**src/fmm_pkg.sv**
```systemverilog
package fmm_pkg;

    localparam logic [1:0] KIND_LOAD_A = 2'd0;
    localparam logic [1:0] KIND_LOAD_B = 2'd1;
    localparam logic [1:0] KIND_REQ    = 2'd2;

    localparam logic [1:0] CFG_ROWS_M  = 2'd0;
    localparam logic [1:0] CFG_INNER_N = 2'd1;
    localparam logic [1:0] CFG_COLS_P  = 2'd2;

    typedef enum logic [1:0] {
        OP_LOAD_A  = 2'd0,
        OP_LOAD_B  = 2'd1,
        OP_REQ     = 2'd2,
        OP_REQ_OOR = 2'd3
    } op_t;

    typedef struct packed {
        op_t         op;
        logic [5:0]  row;
        logic [5:0]  col;
        logic [31:0] value;
    } cmd_t;

    typedef struct packed {
        logic full;
        logic empty;
    } qstat_t;

endpackage

```
**src/fmm_front.sv**
```systemverilog
module fmm_front #(
    parameter int MAX_DIM = 64,
    parameter int SW      = 7
) (
    input  logic                clk,
    input  logic                rst_n,
    input  logic                in_valid,
    output logic                in_stall,
    input  logic [1:0]          kind,
    input  logic [5:0]          row,
    input  logic [5:0]          col,
    input  logic [31:0]         value_bits,
    input  logic                cfg_valid,
    output logic                cfg_ready,
    input  logic [1:0]          cfg_index,
    input  logic [6:0]          cfg_data,
    input  fmm_pkg::qstat_t     qstat,
    output logic                q_push,
    output fmm_pkg::cmd_t       q_cmd,
    output logic [SW-1:0]       inner_eff
);

    logic [6:0]    rows_reg;
    logic [6:0]    inner_reg;
    logic [6:0]    cols_reg;
    logic [SW-1:0] m_eff;
    logic [SW-1:0] p_eff;
    logic [SW-1:0] row_x;
    logic [SW-1:0] col_x;
    logic          keep;

    assign cfg_ready = 1'b1;
    assign in_stall  = qstat.full;

    always_ff @(posedge clk or negedge rst_n)
    begin
        if (!rst_n)
        begin
            rows_reg  <= 7'd64;
            inner_reg <= 7'd64;
            cols_reg  <= 7'd64;
        end
        else if (cfg_valid && cfg_ready)
        begin
            unique case (cfg_index)
                fmm_pkg::CFG_ROWS_M:  rows_reg  <= cfg_data;
                fmm_pkg::CFG_INNER_N: inner_reg <= cfg_data;
                fmm_pkg::CFG_COLS_P:  cols_reg  <= cfg_data;
                default:
                begin
                end
            endcase
        end
    end

    assign m_eff = (SW'(rows_reg) > SW'(MAX_DIM)) ? SW'(MAX_DIM) : SW'(rows_reg);
    assign inner_eff = (SW'(inner_reg) > SW'(MAX_DIM)) ? SW'(MAX_DIM) : SW'(inner_reg);
    assign p_eff = (SW'(cols_reg) > SW'(MAX_DIM)) ? SW'(MAX_DIM) : SW'(cols_reg);
    assign row_x = SW'(row);
    assign col_x = SW'(col);

    always_comb
    begin
        q_cmd.row   = row;
        q_cmd.col   = col;
        q_cmd.value = value_bits;
        q_cmd.op    = fmm_pkg::OP_REQ;
        keep        = 1'b0;
        unique case (kind)
            fmm_pkg::KIND_LOAD_A:
            begin
                q_cmd.op = fmm_pkg::OP_LOAD_A;
                keep     = (row_x < m_eff) && (col_x < inner_eff);
            end
            fmm_pkg::KIND_LOAD_B:
            begin
                q_cmd.op = fmm_pkg::OP_LOAD_B;
                keep     = (row_x < inner_eff) && (col_x < p_eff);
            end
            fmm_pkg::KIND_REQ:
            begin
                keep     = 1'b1;
                q_cmd.op = ((row_x >= m_eff) || (col_x >= p_eff)) ? fmm_pkg::OP_REQ_OOR
                                                                  : fmm_pkg::OP_REQ;
            end
            default:
            begin
                keep = 1'b0;
            end
        endcase
    end

    assign q_push = in_valid && !qstat.full && keep;

endmodule

```
**config.mk**
```make
export PLATFORM = sky130hd
export DESIGN_NAME = fmm_front
export DESIGN_NICKNAME = d
export VERILOG_FILES = /design/src/fmm_pkg.sv /design/src/fmm_front.sv
export SDC_FILE = /design/constraint.sdc
export NUM_CORES = 1
export LEC_CHECK = 0
export BUFFER_PORTS_ARGS = -buffer_cell sky130_fd_sc_hd__buf_2
export CELL_PAD_IN_SITES_DETAIL_PLACEMENT = 0
export CELL_PAD_IN_SITES_GLOBAL_PLACEMENT = 1
export CORE_MARGIN = 4
export CORE_UTILIZATION = 31
export CTS_CLUSTER_SIZE = 20
export DETAILED_ROUTE_END_ITERATION = 16
export PLACE_DENSITY = 0.92
export SLEW_MARGIN = 5
export SYNTH_ARGS = -nofsm -noshare
export SYNTH_HDL_FRONTEND = slang
export SYNTH_SLANG_ARGS = --single-unit
```
**constraint.sdc**
```tcl
create_clock -name clk -period 2.51 [get_ports clk]
set_input_delay 0.1255 -clock clk [delete_from_list [all_inputs] [get_ports clk]]
set_output_delay 0.1255 -clock clk [all_outputs]
set_load 0.02 [all_outputs]
```
* After elaboration in Yosys (flattened, before gate mapping) *
Cells that the tools add are included.

cells by class
  order comparisons = 9
  eq/ne operators = 4
  multiplexer cells = 6
  reductions and logical operators = 11

operators by type and width
  operator                                       count
  less-than comparator 6 x 7 -> 1 bit            4
  > comparator 7 bit, second input constant      3
  2-to-1 mux 7 bit                               3
  >= comparator 6 x 7 -> 1 bit                   2
  case mux 2 bit (3 select lines)                1
  AND reduction 2 bit                            3
  == test 2 x 1 -> 1 bit, second input constant  2
  == test 2 bit, second input constant           2
  logical AND 1 bit                              4
  zero test 2 bit                                2
  case mux 1 bit (3 select lines)                1
  zero test 1 bit                                1
  logical OR 1 bit                               1
  2-to-1 mux 1 bit                               1

word-level totals
  register bits = 21
  output and inout port bits = 56
  logic and storage cells = 33

* Logic depth before layout (Yosys ltp) *
  depth after elaboration = 6
  mapped depth = 8

* Least setup slack after synthesis *
Ideal clock, no wire load.

  kind = register -> output
  start point = register inner_reg[6]
  end point = output q_push
  data arrival time = 2.203 ns
  setup slack = 0.181 ns
  cell stages (with the launch flop) = 8
  path buffers = 1
  path through = dfstp_2 -> clkbuf_1 -> nand2b_1 -> ha_1 -> nor2b_1 -> or4b_1 -> or4_1 -> o211ai_2

between the ends
  longest elaborated chain between the ends = 6
  elaborated cells on any way between the ends = 8

ends and longest elaborated chain
  item                                                           line                              source
  start, declared                                                fmm_front.sv:24                   logic [6:0] inner_reg;
  start signal, assigned                                         fmm_front.sv:47                   fmm_pkg::CFG_INNER_N: inner_reg <= cfg_data;
  > comparator 7 bit                                             fmm_front.sv:57                   assign inner_eff = (SW'(inner_reg) > SW'(MAX_DIM)) ? SW'(MAX_DIM) : SW'(inner_reg);
  2-to-1 mux 7 bit (*)                                           fmm_front.sv:57
  less-than comparator 6 x 7 -> 1 bit, on equally long branches  fmm_front.sv:78, fmm_front.sv:73
  logical AND 1 bit, on equally long branches                    fmm_front.sv:78, fmm_front.sv:73
  case mux 1 bit (3 select lines) (*)                            fmm_front.sv:69                   unique case (kind)
  logical AND 1 bit (*)                                          fmm_front.sv:93                   assign q_push = in_valid && !qstat.full && keep;
  end, declared                                                  fmm_front.sv:18                   output logic q_push,

Every way passes the cells marked *; elsewhere a longest branch is shown, timed or not.

* Worst setup path in the final report *
  start point = register cols_reg[6]
  end point = output q_push

between the ends
  longest elaborated chain between the ends = 6

ends and longest elaborated chain
  item                                     line             source
  start, declared                          fmm_front.sv:25  logic [6:0] cols_reg;
  start signal, assigned                   fmm_front.sv:48  fmm_pkg::CFG_COLS_P: cols_reg <= cfg_data;
  > comparator 7 bit                       fmm_front.sv:58  assign p_eff = (SW'(cols_reg) > SW'(MAX_DIM)) ? SW'(MAX_DIM) : SW'(cols_reg);
  2-to-1 mux 7 bit (*)                     fmm_front.sv:58
  less-than comparator 6 x 7 -> 1 bit (*)  fmm_front.sv:78  keep = (row_x < inner_eff) && (col_x < p_eff);
  logical AND 1 bit (*)                    fmm_front.sv:78
  case mux 1 bit (3 select lines) (*)      fmm_front.sv:69
  logical AND 1 bit (*)                    fmm_front.sv:93

Marked as above.

==> summary.md <==
| Metric | Value |
|---|---|
| RD Place Congestion | `0.779` |
| Die ar. | `7390 sq um` |
| DRT iter0 DRCs | `14` |
| Final setup TNS | `-0.0478 ns` |
| Synth Warn # | `0` |
| Hold Fails Final Rpt | `0` |
| Critical path required time | `2.38 ns` |
| Status | `finished, violations left` |
| Worst r2r src | `inner_reg[6]$_DFFE_PN1P_` |
| Placed Cells | `267` |
| Cell Rows | `28` |
| Final Cell Area | `2050 sq um` |
| Total GRT Usage | `10.3%` |
| Final Cycle Share | `102%` |
| Mapped Area | `1880 sq um` |
| GRT overflow | `0` |
| Core outline area | `5920 sq um` |
| Peak supply drop | `0.313 mV` |
| Root buf cell | `clkbuf_8` |
| Syn_nets | `274` |
| Power Total | `0.00121 W` |
| Vias in the first global route | `1,288` |
| Clock buffers created by TritonCTS | `3` |
| Critical Path AT | `2.43 ns` |
| TritonRoute pass-1 iters | `4` |
| Number of diodes | `0` |
| Post-Route WL | `4090 microns` |
| Dominant cell type by area after synthesis | `dfrtp_1` |
| Logic pwr share | `43.3%` |
| I/O Buffers | `50` |
| Clock transition at the registers of the reported paths | `0.07 ns` |
| Die Width | `86.0 microns` |
| Startpoint types | `flop` |
| Pleak | `0.981 nW` |
| Sw Ratio | `34.8%` |
| Final Setup Violations | `1` |
| Setup ws final | `-0.0478 ns` |
| CP endpoint kind | `output port` |
| RSZ-0062 raised after global routing | `yes` |
| Synth Instances | `191` |
| Fmax | `391 MHz` |
| DRC errors left | `0` |
| Max-cap violation count | `0` |
| Slew @ Worst Pin | `0.610 ns` |
| Initial antenna violation count | `0` |
| Hold Crit Class | `in2reg` |
| Boundary Pins | `117` |
| DR vias | `1,310` |
| Area contributors post-synth | `dfrtp_1 24%, buf_4 18%, ha_1 15%` |
| Pin count of the biggest net entering global routing | `22` |
| Violated checks | `setup timing` |
| Clock power share | `17.6%` |
| First-pass GRT wire length | `6080 microns` |
| TritonCTS clock tree | `yes` |
| DRT antenna net count | `0` |
| TritonCTS Sinks | `21` |
| DR vias/cell | `4.75` |
| Non-filler instance count after layout | `276` |
| Synth Area per Inst | `9.87 sq um` |
| Max clock buf depth | `2` |
| Initial Utilization | `31.8%` |
| Hold Startpoint | `cfg_data[4]` |
| Max FO, Critical Path | `4` |
| CP Launch Point | `cols_reg[6]$_DFFE_PN1P_` |
| Pins over their slew limit | `0` |
| Pwr dens | `592 nW/um^2` |
| Final Skew | `0 ns` |
| H-tree depth | `1` |
| Switching pwr | `0.000422 W` |
| Clock insertion delay at the later pin of the skew report | `0.25 ns` |
| Die Height | `86.0 microns` |
| Placed cell area | `1870 sq um` |
| Final core utilization | `34.6%` |
| Internal power | `0.000790 W` |
| Synth unique cells | `29` |
| Nets | `285` |
| Routed WL per cell | `14.8 microns` |
| Synth top area share | `23.9%` |
| #FFs+latches synth | `21` |
| Post-DP HPWL | `3170 microns` |
| Worst slew margin | `59.2%` |
| Setup CP Type | `reg2out` |
| Sequential Power Share | `39.1%` |
| Layout cell share with drive strength beyond 1 | `47.8%` |
| Layout area overhead | `8.70%` |
| Sequential area share after synthesis | `28.1%` |
| Min Clock Period, post-route | `2.56 ns` |
metrics by stage:
step | setup WS (ns) | hold slack, ns
after CTS | -0.0133 | 0.133
after detailed placement | 0.140 | 0.101
after floorplan | 0.181 | -0.170
after global placement | 0.153 | 0.0879
final | -0.0478 | 0.134
after global routing | -0.117 | 0.144
routing by layer:
metal	up-vias	wire length (microns)	GRT usage, %
li1	639	-	-
met1	626	1770	13.3
met2	37	2030	17.2
met3	8	243	1.83
met4	0	55	3.45
met5	-	0	0
worst max-delay path, cell delays in order (launching register included):
cell and delay (ns):
dfstp_2 0.56, buf_6 0.11, nand2b_4 0.13, ha_4 0.20
nor2b_4 0.12, o21ai_1 0.13, a21oi_1 0.09, or4_4 0.51
o211ai_2 0.19, buf_6 0.14
synth_stat cells:
| cell | count |
|---|---|
| nor3_1 | 4 |
| or3b_2 | 1 |
| nor2b_1 | 5 |
| o21ai_0 | 5 |
| buf_4 | 46 |
| or4_1 | 2 |
| dlygate4sd3_1 | 1 |
| or4b_1 | 1 |
| nor4_1 | 1 |
| o211ai_2 | 1 |
| dfstp_2 | 3 |
| ha_1 | 22 |
| clkbuf_1 | 2 |
| a21boi_0 | 1 |
| a211oi_1 | 5 |
| a21oi_1 | 6 |
| nand4b_1 | 3 |
| or2b_1 | 1 |
| nor2_1 | 5 |
| nand3b_1 | 3 |
| mux2_2 | 21 |
| and4b_1 | 1 |
| conb_1 | 1 |
| dfrtp_1 | 18 |
| nor3b_1 | 2 |
| nand2b_1 | 19 |
| inv_1 | 9 |
| nor3b_2 | 1 |
| a21o_1 | 1 |
repair_timing:
item	in CTS	in global routing
pin swaps	0	8
hold buffers	1	0
endpoints found under the hold margin	18	0
buffers inserted	4	0
setup endpoints to repair	1	2
resized for setup	6	13
cells in the final DEF (no fill, tap or decap), drive strengths merged, types with 2 or more instances in the layout:
cell and n:
nor3 4, buf 54, nand2b 19, o21ai 5, dfstp 3, a211oi 5
mux2 21, ha 22, dfrtp 18, nand3b 3, nand4b 3, nor2b 5
clkbuf 4, nor3b 3, inv 9, nor2 5, or4 2, a21oi 6
layout make-up:
cell class              instances  area (sq um)
repair buffers                 55           300
flip-flops and latches         21           529
well taps                      75          93.8
inverters                       9          33.8
fillers                       597          3870
clock buffers                   4          45.0
multi-input cells             112          1050
power by group through the flow:
stage | Clock (W) | Sequential (W) | Combinational (W)
floorplan | 0 | 0.000445 | 0.000410
global placement | 0 | 0.000471 | 0.000423
detailed placement | 0 | 0.000474 | 0.000442
CTS | 0.000216 | 0.000465 | 0.000484
global route | 0.000227 | 0.000482 | 0.000588
finish | 0.000213 | 0.000474 | 0.000525
final timing paths:
check	endpoint	slack (ns)	depth (start not counted)
setup / recovery	q_push	-0.05	9
hold / removal	inner_reg[4]$_DFFE_PN0P_	0.13	2
setup reg to reg	inner_reg[6]$_DFFE_PN1P_	1.57	2
hold reg to reg	rows_reg[2]$_DFFE_PN0P_	0.52	1
max in group asynchronous	cols_reg[6]$_DFFE_PN1P_	1.81	2
min in group asynchronous	rows_reg[0]$_DFFE_PN0P_	0.36	2
cell families (layout without fill, tap and decap cells):
family,Yosys count,in the layout,synth area share [%]
other cells,1,1,0.199
buf+inv,58,68,21.0
mux,21,21,12.5
compound gates,19,19,6.37
fa+ha+maj,22,22,14.6
simple gates,49,49,17.1
flops,21,21,28.1
Power figures use the tool's default switching activity.
