## src/fmm_pkg.sv

```systemverilog
package fmm_pkg;

    localparam logic [1:0] KIND_LOAD_A = 2'd0;
    localparam logic [1:0] KIND_LOAD_B = 2'd1;
    localparam logic [1:0] KIND_REQ    = 2'd2;

    localparam logic [1:0] CFG_ROWS_M  = 2'd0;
    localparam logic [1:0] CFG_INNER_N = 2'd1;
    localparam logic [1:0] CFG_COLS_P  = 2'd2;

    typedef enum logic [1:0] {
        OP_LOAD_A  = 2'd0,
        OP_LOAD_B  = 2'd1,
        OP_REQ     = 2'd2,
        OP_REQ_OOR = 2'd3
    } op_t;

    typedef struct packed {
        op_t         op;
        logic [5:0]  row;
        logic [5:0]  col;
        logic [31:0] value;
    } cmd_t;

    typedef struct packed {
        logic full;
        logic empty;
    } qstat_t;

endpackage

```

## src/fmm_queue.sv

```systemverilog
module fmm_queue (
    input  logic            clk,
    input  logic            rst_n,
    input  logic            push,
    input  fmm_pkg::cmd_t   push_cmd,
    input  logic            pop,
    output fmm_pkg::cmd_t   pop_cmd,
    output fmm_pkg::qstat_t qstat
);

    fmm_pkg::cmd_t q_mem [2];
    logic          wr_ptr_reg;
    logic          rd_ptr_reg;
    logic [1:0]    count_reg;
    logic [1:0]    count_next;

    assign pop_cmd     = q_mem[rd_ptr_reg];
    assign qstat.full  = (count_reg == 2'd2);
    assign qstat.empty = (count_reg == 2'd0);

    always_comb
    begin
        count_next = count_reg;
        if (push && !pop)
        begin
            count_next = count_reg + 2'd1;
        end
        else if (pop && !push)
        begin
            count_next = count_reg - 2'd1;
        end
    end

    always_ff @(posedge clk)
    begin
        if (push)
        begin
            q_mem[wr_ptr_reg] <= push_cmd;
        end
    end

    always_ff @(posedge clk or negedge rst_n)
    begin
        if (!rst_n)
        begin
            wr_ptr_reg <= 1'b0;
            rd_ptr_reg <= 1'b0;
            count_reg  <= 2'd0;
        end
        else
        begin
            count_reg <= count_next;
            if (push)
            begin
                wr_ptr_reg <= !wr_ptr_reg;
            end
            if (pop)
            begin
                rd_ptr_reg <= !rd_ptr_reg;
            end
        end
    end

endmodule

```

## config.mk

```make
export PLATFORM = sky130hd
export DESIGN_NAME = fmm_queue
export DESIGN_NICKNAME = d
export VERILOG_FILES = /design/src/fmm_pkg.sv /design/src/fmm_queue.sv
export SDC_FILE = /design/constraint.sdc
export NUM_CORES = 1
export LEC_CHECK = 0
export ABC_AREA = 1
export BUFFER_PORTS_ARGS = -buffer_cell sky130_fd_sc_hd__buf_2
export CORE_ASPECT_RATIO = 0.8
export CORE_UTILIZATION = 56
export CTS_CLUSTER_DIAMETER = 120
export DETAILED_ROUTE_END_ITERATION = 8
export PLACE_DENSITY = 0.84
export SETUP_SLACK_MARGIN = 0.15
export SLEW_MARGIN = 20
export SYNTH_ARGS = -nofsm -noshare
export SYNTH_HDL_FRONTEND = slang
export SYNTH_SLANG_ARGS = --single-unit
```

## constraint.sdc

```tcl
create_clock -name clk -period 6.6 [get_ports clk]
set_clock_uncertainty 0.15 [all_clocks]
set_input_delay 0.33 -clock clk [delete_from_list [all_inputs] [get_ports clk]]
set_output_delay 0.33 -clock clk [all_outputs]
set_load 0.005 [all_outputs]
```

=== After elaboration in Yosys (flattened, before gate mapping) ===
Memories as Yosys holds them, arrays and structs flattened.
Index checks and enable logic that the tools add are counted.

* Register bits: 4
* RAM bits: 92
* Bits of input ports: 50
* Output and inout bits: 48
* Word-level logic and storage cells: 19
* Memories kept: 1

* $add $sub $neg: 2
* Equality and inequality tests: 1
* Mux-type cells: 4
* Reduce and logical (&&, ||, !) cells: 8

{| class="wikitable"
|+ Memory list
! memory !! words !! width !! rd ports !! clocked after Yosys merged registers in !! wr ports !! line !! source
|-
| q_mem || 2 || 46 || 1 || 0 || 1 || fmm_queue.sv:11 || <nowiki>fmm_pkg::cmd_t q_mem [2];</nowiki>
|}

{| class="wikitable"
|+ Operator list
! operator !! number
|-
| logical NOT 1 bit || 4
|-
| two-way mux 2 bit || 2
|-
| adder 2 x 1 -> 2 bit, second input constant || 1
|-
| == test 2 bit, second input constant || 1
|-
| logical AND 1 bit || 2
|-
| logical NOT 2 bit || 1
|-
| two-way mux 1 bit || 2
|-
| nonzero test 2 bit || 1
|-
| subtractor 2 x 1 -> 2 bit, second input constant || 1
|}

=== Logic depth before layout (Yosys ltp) ===
Gate-level depths: netlist (run 1).

* Depth after elaboration: 4
* Depth in mapped cells: 7
* Depth with buffers taken out: 7

=== Least setup slack after synthesis (run 1) ===
Ideal clock, no wire load.

* Path type: register to register
* Start: reg wr_ptr_reg
* End: mem q_mem[0][0] (netlist bit), enable pin
* Arrival: 2.343 ns
* Path slack: 3.656 ns
* Stages on the path, launching flop included: 2
* Path buffers: 0
* Path through: dfrtp_1 -> nor2_1

{| class="wikitable"
|+ RTL lines
! element !! line !! source
|-
| from (decl) || fmm_queue.sv:12 || <nowiki>logic wr_ptr_reg;</nowiki>
|-
| from (signal assigned) || fmm_queue.sv:55 || <nowiki>wr_ptr_reg <= !wr_ptr_reg;</nowiki>
|-
| to (decl) || fmm_queue.sv:11 ||
|}

No word-level cell before the write port.

==> impl_results.html, run 1 <==
<table>
<tr><th>Metric</th><th>Value</th></tr>
<tr><th colspan="2">Logic synthesis</th></tr>
<tr><td>Post-synth net total</td><td>219</td></tr>
<tr><td>Main combinational cell family by area after synthesis</td><td>multiplexers</td></tr>
<tr><td>Cell variety after synth</td><td>14</td></tr>
<tr><td>Synthesis warning total</td><td>0</td></tr>
<tr><td>Compound-cell area share of the yosys netlist</td><td>0%</td></tr>
<tr><td>Library cell occupying the most area in the post-synthesis netlist</td><td>sky130_fd_sc_hd__edfxtp_1</td></tr>
<tr><td>Simple-gate share of the synthesized area</td><td>1.13%</td></tr>
<tr><td>Fraction of synthesized cell area taken by the top area cell type</td><td>75.7%</td></tr>
<tr><td>Sequential element share of the synthesized area</td><td>78.4%</td></tr>
<tr><td>Top area cells in the synthesized netlist</td><td>sky130_fd_sc_hd__edfxtp_1, sky130_fd_sc_hd__mux2_4, sky130_fd_sc_hd__mux2_2</td></tr>
<tr><td>Post-synthesis xor/xnor area fraction</td><td>0.720%</td></tr>
<tr><td>Post-synthesis sequential element count</td><td>96</td></tr>
<tr><td>Post-Syn Area</td><td>3650 µm²</td></tr>
<tr><td>Arithmetic-cell share of the synthesized area counting full adders, half adders and majority gates</td><td>0.343%</td></tr>
<tr><td>Multiplexer fraction of the synthesized cell area</td><td>17.3%</td></tr>
<tr><td>Post-Synthesis Mean Instance Area</td><td>21.7 µm²</td></tr>
<tr><td>Number of standard cells after synthesis</td><td>168</td></tr>
<tr><th colspan="2">Drt</th></tr>
<tr><td>Number of routed nets with antenna violations</td><td>0</td></tr>
<tr><td>Routed length per instance</td><td>16.4 µm</td></tr>
<tr><td>Vias</td><td>1970</td></tr>
<tr><td>Count of TritonRoute iterations in the first routing pass</td><td>4</td></tr>
<tr><td>Starting DRT DRC Count</td><td>55</td></tr>
<tr><td>Routed wire length</td><td>6.56 mm</td></tr>
<tr><td>Average vias per placed instance</td><td>4.93</td></tr>
<tr><td>Drt drc</td><td>0</td></tr>
<tr><th colspan="2">Die</th></tr>
<tr><td>I/O pin count</td><td>98</td></tr>
<tr><td>Overall die height</td><td>74.2 µm</td></tr>
<tr><td>DIE AREA</td><td>6850 µm²</td></tr>
<tr><td>Starting utilization of the core area</td><td>59.8%</td></tr>
<tr><td>Area inside the core boundary</td><td>6100 µm²</td></tr>
<tr><td>Standard-cell rows</td><td>25</td></tr>
<tr><td>Die Wd</td><td>92.3 µm</td></tr>
<tr><th colspan="2">Critical path</th></tr>
<tr><td>Reg-to-Reg Start</td><td>wr_ptr_reg</td></tr>
<tr><td>CP Data Required Time</td><td>6.12 ns</td></tr>
<tr><td>Cells along the critical path</td><td>buf_4, mux2_2, buf_2</td></tr>
<tr><td>Classification of the worst setup path</td><td>reg -&gt; out</td></tr>
<tr><td>Critical path arrival</td><td>2.10 ns</td></tr>
<tr><td>Critical-path maximum fanout</td><td>31</td></tr>
<tr><td>Worst setup path start</td><td>rd_ptr_reg</td></tr>
<tr><td>Worst-case register-to-register setup slack</td><td>4.71 ns</td></tr>
<tr><td>Critical path capture point type</td><td>output port</td></tr>
<tr><td>Reg2Reg Capture Point</td><td>q_mem[0][21]</td></tr>
<tr><td>Crit-path slowest cell</td><td>sky130_fd_sc_hd__dfrtp_2</td></tr>
<tr><td>Critical Path Max Stage Delay</td><td>0.64 ns</td></tr>
<tr><td>Critical path launch point type</td><td>register</td></tr>
<tr><td>Number of cell instances on the worst register-to-register path</td><td>2</td></tr>
<tr><td>Critical Path End</td><td>pop_cmd[45]</td></tr>
<tr><th colspan="2">Clocking</th></tr>
<tr><td>Quantity of hold-fixing buffers added after cts</td><td>35</td></tr>
<tr><td>TritonCTS clock tree</td><td>yes</td></tr>
<tr><td>Resized Gates After CTS</td><td>0</td></tr>
<tr><td>Number of CTS-inserted buffers</td><td>9</td></tr>
<tr><td>Clock root buffer</td><td>sky130_fd_sc_hd__clkbuf_8</td></tr>
<tr><td>Clock insertion delay at the later pin of the skew report</td><td>0.35 ns</td></tr>
<tr><td>TritonCTS Sinks</td><td>96</td></tr>
<tr><td>Buffers from clock root to sink, at most</td><td>2</td></tr>
<tr><td>Clock transition time at the flip-flop clock pins of the worst setup and hold paths</td><td>0.09 ns</td></tr>
<tr><td>Post-CTS setup buffers</td><td>0</td></tr>
<tr><td>Maximum level of the CTS H-tree</td><td>3</td></tr>
<tr><th colspan="2">Layout</th></tr>
<tr><td>Leading cell type in the layout, fill and taps excluded</td><td>sky130_fd_sc_hd__buf_2</td></tr>
<tr><td>Top library cells by usage in the layout, fill and taps aside</td><td>sky130_fd_sc_hd__buf_2, sky130_fd_sc_hd__edfxtp_1, sky130_fd_sc_hd__dlygate4sd3_1, sky130_fd_sc_hd__mux2_4, sky130_fd_sc_hd__mux2_2</td></tr>
<tr><td>Fill cell count</td><td>331</td></tr>
<tr><td>Share of post-route cells with drive strength above 1</td><td>51.4%</td></tr>
<tr><td>Area added between synthesis and finish</td><td>32.2%</td></tr>
<tr><td>Max FFs per register</td><td>92</td></tr>
<tr><td>Number of nets in the layout</td><td>365</td></tr>
<tr><td>Diode count</td><td>0</td></tr>
<tr><th colspan="2">Pwr</th></tr>
<tr><td>Tot Pwr</td><td>1790 µW</td></tr>
<tr><td>Total power density per cell area</td><td>370 nW/µm²</td></tr>
<tr><td>Worst VDD drop</td><td>0.218 mV</td></tr>
<tr><td>Leakage power</td><td>0.00196 µW</td></tr>
<tr><th colspan="2">Status</th></tr>
<tr><td>Status</td><td>finished, final reports clean</td></tr>
<tr><th colspan="2">Placed design</th></tr>
<tr><td>Placed wire-length estimate after detailed placement</td><td>3.88 mm</td></tr>
<tr><td>Number of buffers added on ports</td><td>97</td></tr>
<tr><td>Routability cong.</td><td>0.658</td></tr>
<tr><th colspan="2">Global routing</th></tr>
<tr><td>Maximum number of pins on one net before global-route repair</td><td>47</td></tr>
<tr><td>Final global-route overflow total</td><td>0</td></tr>
<tr><td>All-Layer GR Usage</td><td>20.6%</td></tr>
<tr><td>First-pass GRT wire length</td><td>9.88 mm</td></tr>
<tr><td>Antenna violations before repair</td><td>0</td></tr>
<tr><td>Via count of the first global-routing pass</td><td>2025</td></tr>
<tr><th colspan="2">STA</th></tr>
<tr><td>RSZ-0062 raised after global routing</td><td>false</td></tr>
<tr><td>Final Slew Violations</td><td>0</td></tr>
<tr><td>Normalized max-slew margin</td><td>33.5%</td></tr>
<tr><td>Clock period minus worst slack</td><td>2.58 ns</td></tr>
<tr><td>Final count of negative-setup-slack endpoints</td><td>0</td></tr>
<tr><td>Worst-margin pin slew</td><td>0.996 ns</td></tr>
<tr><td>Period utilisation layout</td><td>39.1%</td></tr>
<tr><td>Number of hold violations in the final report</td><td>0</td></tr>
<tr><td>Aggregate negative setup slack</td><td>0 ns</td></tr>
<tr><td>Highest achievable clock rate</td><td>0.388 GHz</td></tr>
<tr><th colspan="2">Run</th></tr>
<tr><td>Number of maximum-capacitance violations</td><td>0</td></tr>
<tr><th colspan="2">Min path</th></tr>
<tr><td>Hold Crit Start</td><td>pop</td></tr>
<tr><td>Hold crit path type</td><td>in -&gt; reg</td></tr>
</table>
power breakdown:
| group | leakage [µW] | total [µW] | internal [µW] | switching [µW] |
|---|---|---|---|---|
| Combinational | 0.000950 | 530 | 298 | 232 |
| Sequential | 0.000910 | 871 | 811 | 60.3 |
| Clock | 0.000105 | 384 | 180 | 205 |
| Total | 0.00196 | 1790 | 1290 | 497 |
metal layers:
metal  track usage, %  vias to the layer above  wire [µm]
met5                0                        -          0
met4             7.99                        0        131
met3             7.57                       13        389
met2             35.7                       78       3320
met1             24.0                      944       2720
li1                 -                      935          -
final cells by class:
cell class	count	area [µm²]	share of cell area, %
Multi-Input combinational cell	60	718	14.9
Timing Repair Buffer	140	911	18.9
Clock buffer	9	124	2.57
Inverter	7	26.3	0.545
Sequential cell	96	2860	59.4
Tap cell	81	101	2.10
Clock inverter	7	78.8	1.63
logic make-up after synthesis:
family,Yosys count
AND/OR/NAND/NOR,10
buffers and inverters,12
XOR/XNOR,3
flip-flops,96
adder cells (fa/ha/maj),1
multiplexers,46
synthesized netlist by cell type:
cell / instances
sky130_fd_sc_hd__dfrtp_1: 4
sky130_fd_sc_hd__ha_1: 1
sky130_fd_sc_hd__nor2_1: 3
sky130_fd_sc_hd__mux2_2: 16
sky130_fd_sc_hd__nand4_1: 1
sky130_fd_sc_hd__inv_1: 7
sky130_fd_sc_hd__xor2_1: 2
sky130_fd_sc_hd__nand2_1: 5
sky130_fd_sc_hd__xnor2_1: 1
sky130_fd_sc_hd__buf_6: 4
sky130_fd_sc_hd__edfxtp_1: 92
sky130_fd_sc_hd__nand3_1: 1
sky130_fd_sc_hd__buf_2: 1
sky130_fd_sc_hd__mux2_4: 30
critical path, delay by kind of cell (launching register included):
kind     cells  cell delay [ns]
flops        1             0.64
buf+inv      2             0.67
mux          1             0.40
per-stage QoR:
stage	hold slack, ns	instance area, µm²	util [%]	std cells	setup WS, ns
final	0.0186	4820	79.1	400	4.02
after floorplan	-0.116	3650	-	168	3.66
after CTS	0.000406	4760	78.1	394	4.00
after global routing	0.000209	4820	79.1	400	3.93
after global placement	-0.0101	4210	69.0	343	4.43
after detailed placement	-0.00309	4210	69.0	343	4.41
how the worst min path moves through the flow:
stage,end,depth (start not counted)
final,rd_ptr_reg,2
after global routing,q_mem[0][4],1
after CTS,q_mem[0][4],1
after detailed placement,count_reg[1],1
after global placement,count_reg[1],1
after floorplan,count_reg[0],0
No activity file was read; power rests on OpenSTA's default activity.
==> run 2: changes to the inputs <==
--- a/config.mk
+++ b/config.mk
@@ -8,10 +8,10 @@
 export ABC_AREA = 1
 export BUFFER_PORTS_ARGS = -buffer_cell sky130_fd_sc_hd__buf_2
 export CORE_ASPECT_RATIO = 0.8
-export CORE_UTILIZATION = 56
+export CORE_UTILIZATION = 47
 export CTS_CLUSTER_DIAMETER = 120
 export DETAILED_ROUTE_END_ITERATION = 8
-export PLACE_DENSITY = 0.84
+export PLACE_DENSITY = 0.75
 export SETUP_SLACK_MARGIN = 0.15
 export SLEW_MARGIN = 20
 export SYNTH_ARGS = -nofsm -noshare
==> constraint.sdc (replaced) <==
create_clock -name clk -period 2.12 [get_ports clk]
set_clock_uncertainty 0.15 [all_clocks]
set_input_delay 0.106 -clock clk [delete_from_list [all_inputs] [get_ports clk]]
set_output_delay 0.106 -clock clk [all_outputs]
set_load 0.005 [all_outputs]
==> run 2 against run 1 <==
Net effect: core utilization shrank 12 points; via count is 2.8% higher; die area is 19% higher; cell area increased by 4.3%; largest cell class unchanged; sequential cell count did not move; hold slack gained 0.30 ns; first-iteration DRC count decreased by 11%.
==> impl_results.html, run 2 (synthesis results as in run 1) <==
<table>
<tr><th>Metric</th><th>Value</th></tr>
<tr><th colspan="2">Layout</th></tr>
<tr><td>Number of nets in the layout</td><td>382</td></tr>
<tr><td>Max FFs per register</td><td>92</td></tr>
<tr><td>Post-Layout Inst Area</td><td>5030 µm²</td></tr>
<tr><td>Share of post-route cells with drive strength above 1</td><td>50.6%</td></tr>
<tr><td>Share of the core filled with cells in the final layout</td><td>67.4%</td></tr>
<tr><td>Leading cell type in the layout, fill and taps excluded</td><td>sky130_fd_sc_hd__buf_2</td></tr>
<tr><td>Diode count</td><td>0</td></tr>
<tr><td>Top library cells by usage in the layout, fill and taps aside</td><td>sky130_fd_sc_hd__buf_2, sky130_fd_sc_hd__edfxtp_1, sky130_fd_sc_hd__dlygate4sd3_1, sky130_fd_sc_hd__mux2_4, sky130_fd_sc_hd__mux2_2</td></tr>
<tr><td>Area added between synthesis and finish</td><td>37.8%</td></tr>
<tr><th colspan="2">Global routing</th></tr>
<tr><td>Via count of the first global-routing pass</td><td>2100</td></tr>
<tr><td>All-Layer GR Usage</td><td>16.5%</td></tr>
<tr><td>Maximum number of pins on one net before global-route repair</td><td>37</td></tr>
<tr><td>First-pass GRT wire length</td><td>9.67 mm</td></tr>
<tr><td>Antenna violations before repair</td><td>0</td></tr>
<tr><td>Final global-route overflow total</td><td>0</td></tr>
<tr><th colspan="2">Drt</th></tr>
<tr><td>Vias</td><td>2025</td></tr>
<tr><td>Number of routed nets with antenna violations</td><td>0</td></tr>
<tr><td>Average vias per placed instance</td><td>4.59</td></tr>
<tr><td>Routed wire length</td><td>6.51 mm</td></tr>
<tr><td>Starting DRT DRC Count</td><td>49</td></tr>
<tr><td>Routed length per instance</td><td>14.8 µm</td></tr>
<tr><td>Drt drc</td><td>0</td></tr>
<tr><td>Count of TritonRoute iterations in the first routing pass</td><td>3</td></tr>
<tr><th colspan="2">STA</th></tr>
<tr><td>Worst-margin pin slew</td><td>0.505 ns</td></tr>
<tr><td>Final setup slack of the worst path</td><td>0.236 ns</td></tr>
<tr><td>Highest achievable clock rate</td><td>0.531 GHz</td></tr>
<tr><td>Final count of negative-setup-slack endpoints</td><td>0</td></tr>
<tr><td>Number of hold violations in the final report</td><td>0</td></tr>
<tr><td>Final Slew Violations</td><td>0</td></tr>
<tr><td>Clock period minus worst slack</td><td>1.88 ns</td></tr>
<tr><td>RSZ-0062 raised after global routing</td><td>false</td></tr>
<tr><td>Period utilisation layout</td><td>88.9%</td></tr>
<tr><td>Normalized max-slew margin</td><td>66.4%</td></tr>
<tr><td>Aggregate negative setup slack</td><td>0 ns</td></tr>
<tr><td>Worst hold margin</td><td>0.322 ns</td></tr>
<tr><th colspan="2">Critical path</th></tr>
<tr><td>Cells along the critical path</td><td>buf_12, mux2_2, buf_2</td></tr>
<tr><td>CP Data Required Time</td><td>1.86 ns</td></tr>
<tr><td>Critical path launch point type</td><td>register</td></tr>
<tr><td>Critical path arrival</td><td>1.63 ns</td></tr>
<tr><td>Classification of the worst setup path</td><td>reg -&gt; out</td></tr>
<tr><td>Crit-path slowest cell</td><td>sky130_fd_sc_hd__dfrtp_4</td></tr>
<tr><td>Critical-path maximum fanout</td><td>20</td></tr>
<tr><td>Critical path capture point type</td><td>output port</td></tr>
<tr><td>Critical Path Max Stage Delay</td><td>0.55 ns</td></tr>
<tr><th colspan="2">Die</th></tr>
<tr><td>Overall die height</td><td>80.8 µm</td></tr>
<tr><td>Starting utilization of the core area</td><td>48.9%</td></tr>
<tr><td>I/O pin count</td><td>98</td></tr>
<tr><td>Die Wd</td><td>101 µm</td></tr>
<tr><td>Standard-cell rows</td><td>28</td></tr>
<tr><td>DIE AREA</td><td>8120 µm²</td></tr>
<tr><td>Area inside the core boundary</td><td>7460 µm²</td></tr>
<tr><th colspan="2">Clocking</th></tr>
<tr><td>Clock root buffer</td><td>sky130_fd_sc_hd__clkbuf_8</td></tr>
<tr><td>TritonCTS clock tree</td><td>yes</td></tr>
<tr><td>TritonCTS Sinks</td><td>96</td></tr>
<tr><td>Buffers from clock root to sink, at most</td><td>2</td></tr>
<tr><td>Maximum level of the CTS H-tree</td><td>3</td></tr>
<tr><td>Clock insertion delay at the later pin of the skew report</td><td>0.35 ns</td></tr>
<tr><td>Clock transition time at the flip-flop clock pins of the worst setup and hold paths</td><td>0.08 ns</td></tr>
<tr><td>Number of CTS-inserted buffers</td><td>9</td></tr>
<tr><th colspan="2">Pwr</th></tr>
<tr><td>Leakage power</td><td>0.00204 µW</td></tr>
<tr><td>Total power density per cell area</td><td>1130 nW/µm²</td></tr>
<tr><td>Worst VDD drop</td><td>0.574 mV</td></tr>
<tr><th colspan="2">Placed design</th></tr>
<tr><td>Pre-CTS setup slack</td><td>0.487 ns</td></tr>
<tr><td>Placed wire-length estimate after detailed placement</td><td>3.88 mm</td></tr>
<tr><td>Area of placed instances</td><td>4300 µm²</td></tr>
<tr><td>Routability cong.</td><td>0.667</td></tr>
<tr><td>Number of buffers added on ports</td><td>97</td></tr>
<tr><th colspan="2">Min path</th></tr>
<tr><td>Hold crit path type</td><td>in -&gt; reg</td></tr>
<tr><th colspan="2">Status</th></tr>
<tr><td>Status</td><td>finished, final reports clean</td></tr>
<tr><th colspan="2">Run</th></tr>
<tr><td>Number of maximum-capacitance violations</td><td>0</td></tr>
</table>
-- run 2: worst paths after layout --
| path | end | slack [ns] | cells after the start | start |
|---|---|---|---|---|
| max | pop_cmd[43] | 0.24 | 3 | rd_ptr_reg |
| min | q_mem[0][3] | 0.32 | 2 | push_cmd[3] |
| max reg2reg | q_mem[0][8] | 0.60 | 2 | wr_ptr_reg |
| min reg2reg | count_reg[1] | 0.39 | 2 | count_reg[1] |
| max in group asynchronous | rd_ptr_reg | 1.11 | 3 | rst_n |
| min in group asynchronous | rd_ptr_reg | 0.51 | 3 | rst_n |
-- run 2: critical path: cells and delay by family, from the launching register on --
| family | cells | cell delay [ns] |
|---|---|---|
| buffers and inverters | 2 | 0.35 |
| muxes | 1 | 0.36 |
| DFF | 1 | 0.55 |
-- run 2: metal layers --
layer / part of all wire, % / up-vias / global-route usage, % / wire, µm
met5: 0 / - / 0 / 0
met4: 1.1 / 0 / 5.22 / 70
met3: 6.8 / 7 / 5.77 / 445
met2: 49 / 75 / 28.6 / 3200
met1: 43 / 973 / 19.4 / 2800
li1: - / 970 / - / -
-- run 2: layout make-up --
class                           count  area, µm²
Clock buffer                       10        128
Clock inverter                      6       60.1
Fill cell                         517       2430
Inverter                            7       26.3
Multi-Input combinational cell     60        718
Sequential cell                    96       2870
Tap cell                          105        131
Timing Repair Buffer              157       1100
-- run 2: timing repair --
action                                  in CTS  in global routing
hold buffers                                50                  0
endpoints found under the hold margin       99                  0
buffers inserted                             0                  5
endpoints found under the setup margin      18                  7
resized for setup                            1                  0
pin swaps                                    0                  0
-- run 2: stage by stage --
stage,total power [µW],std cells
floorplan,3790,168
global placement,4400,370
detailed placement,4450,370
CTS,5630,436
global route,5950,441
finish,5660,441
-- run 2: report_power, final --
| group | internal (µW) | switching (µW) | total [µW] | leakage (µW) |
|---|---|---|---|---|
| sequential | 2520 | 167 | 2690 | 0.000910 |
| clock | 539 | 578 | 1120 | 0.0000937 |
| combinational | 1080 | 774 | 1850 | 0.00104 |
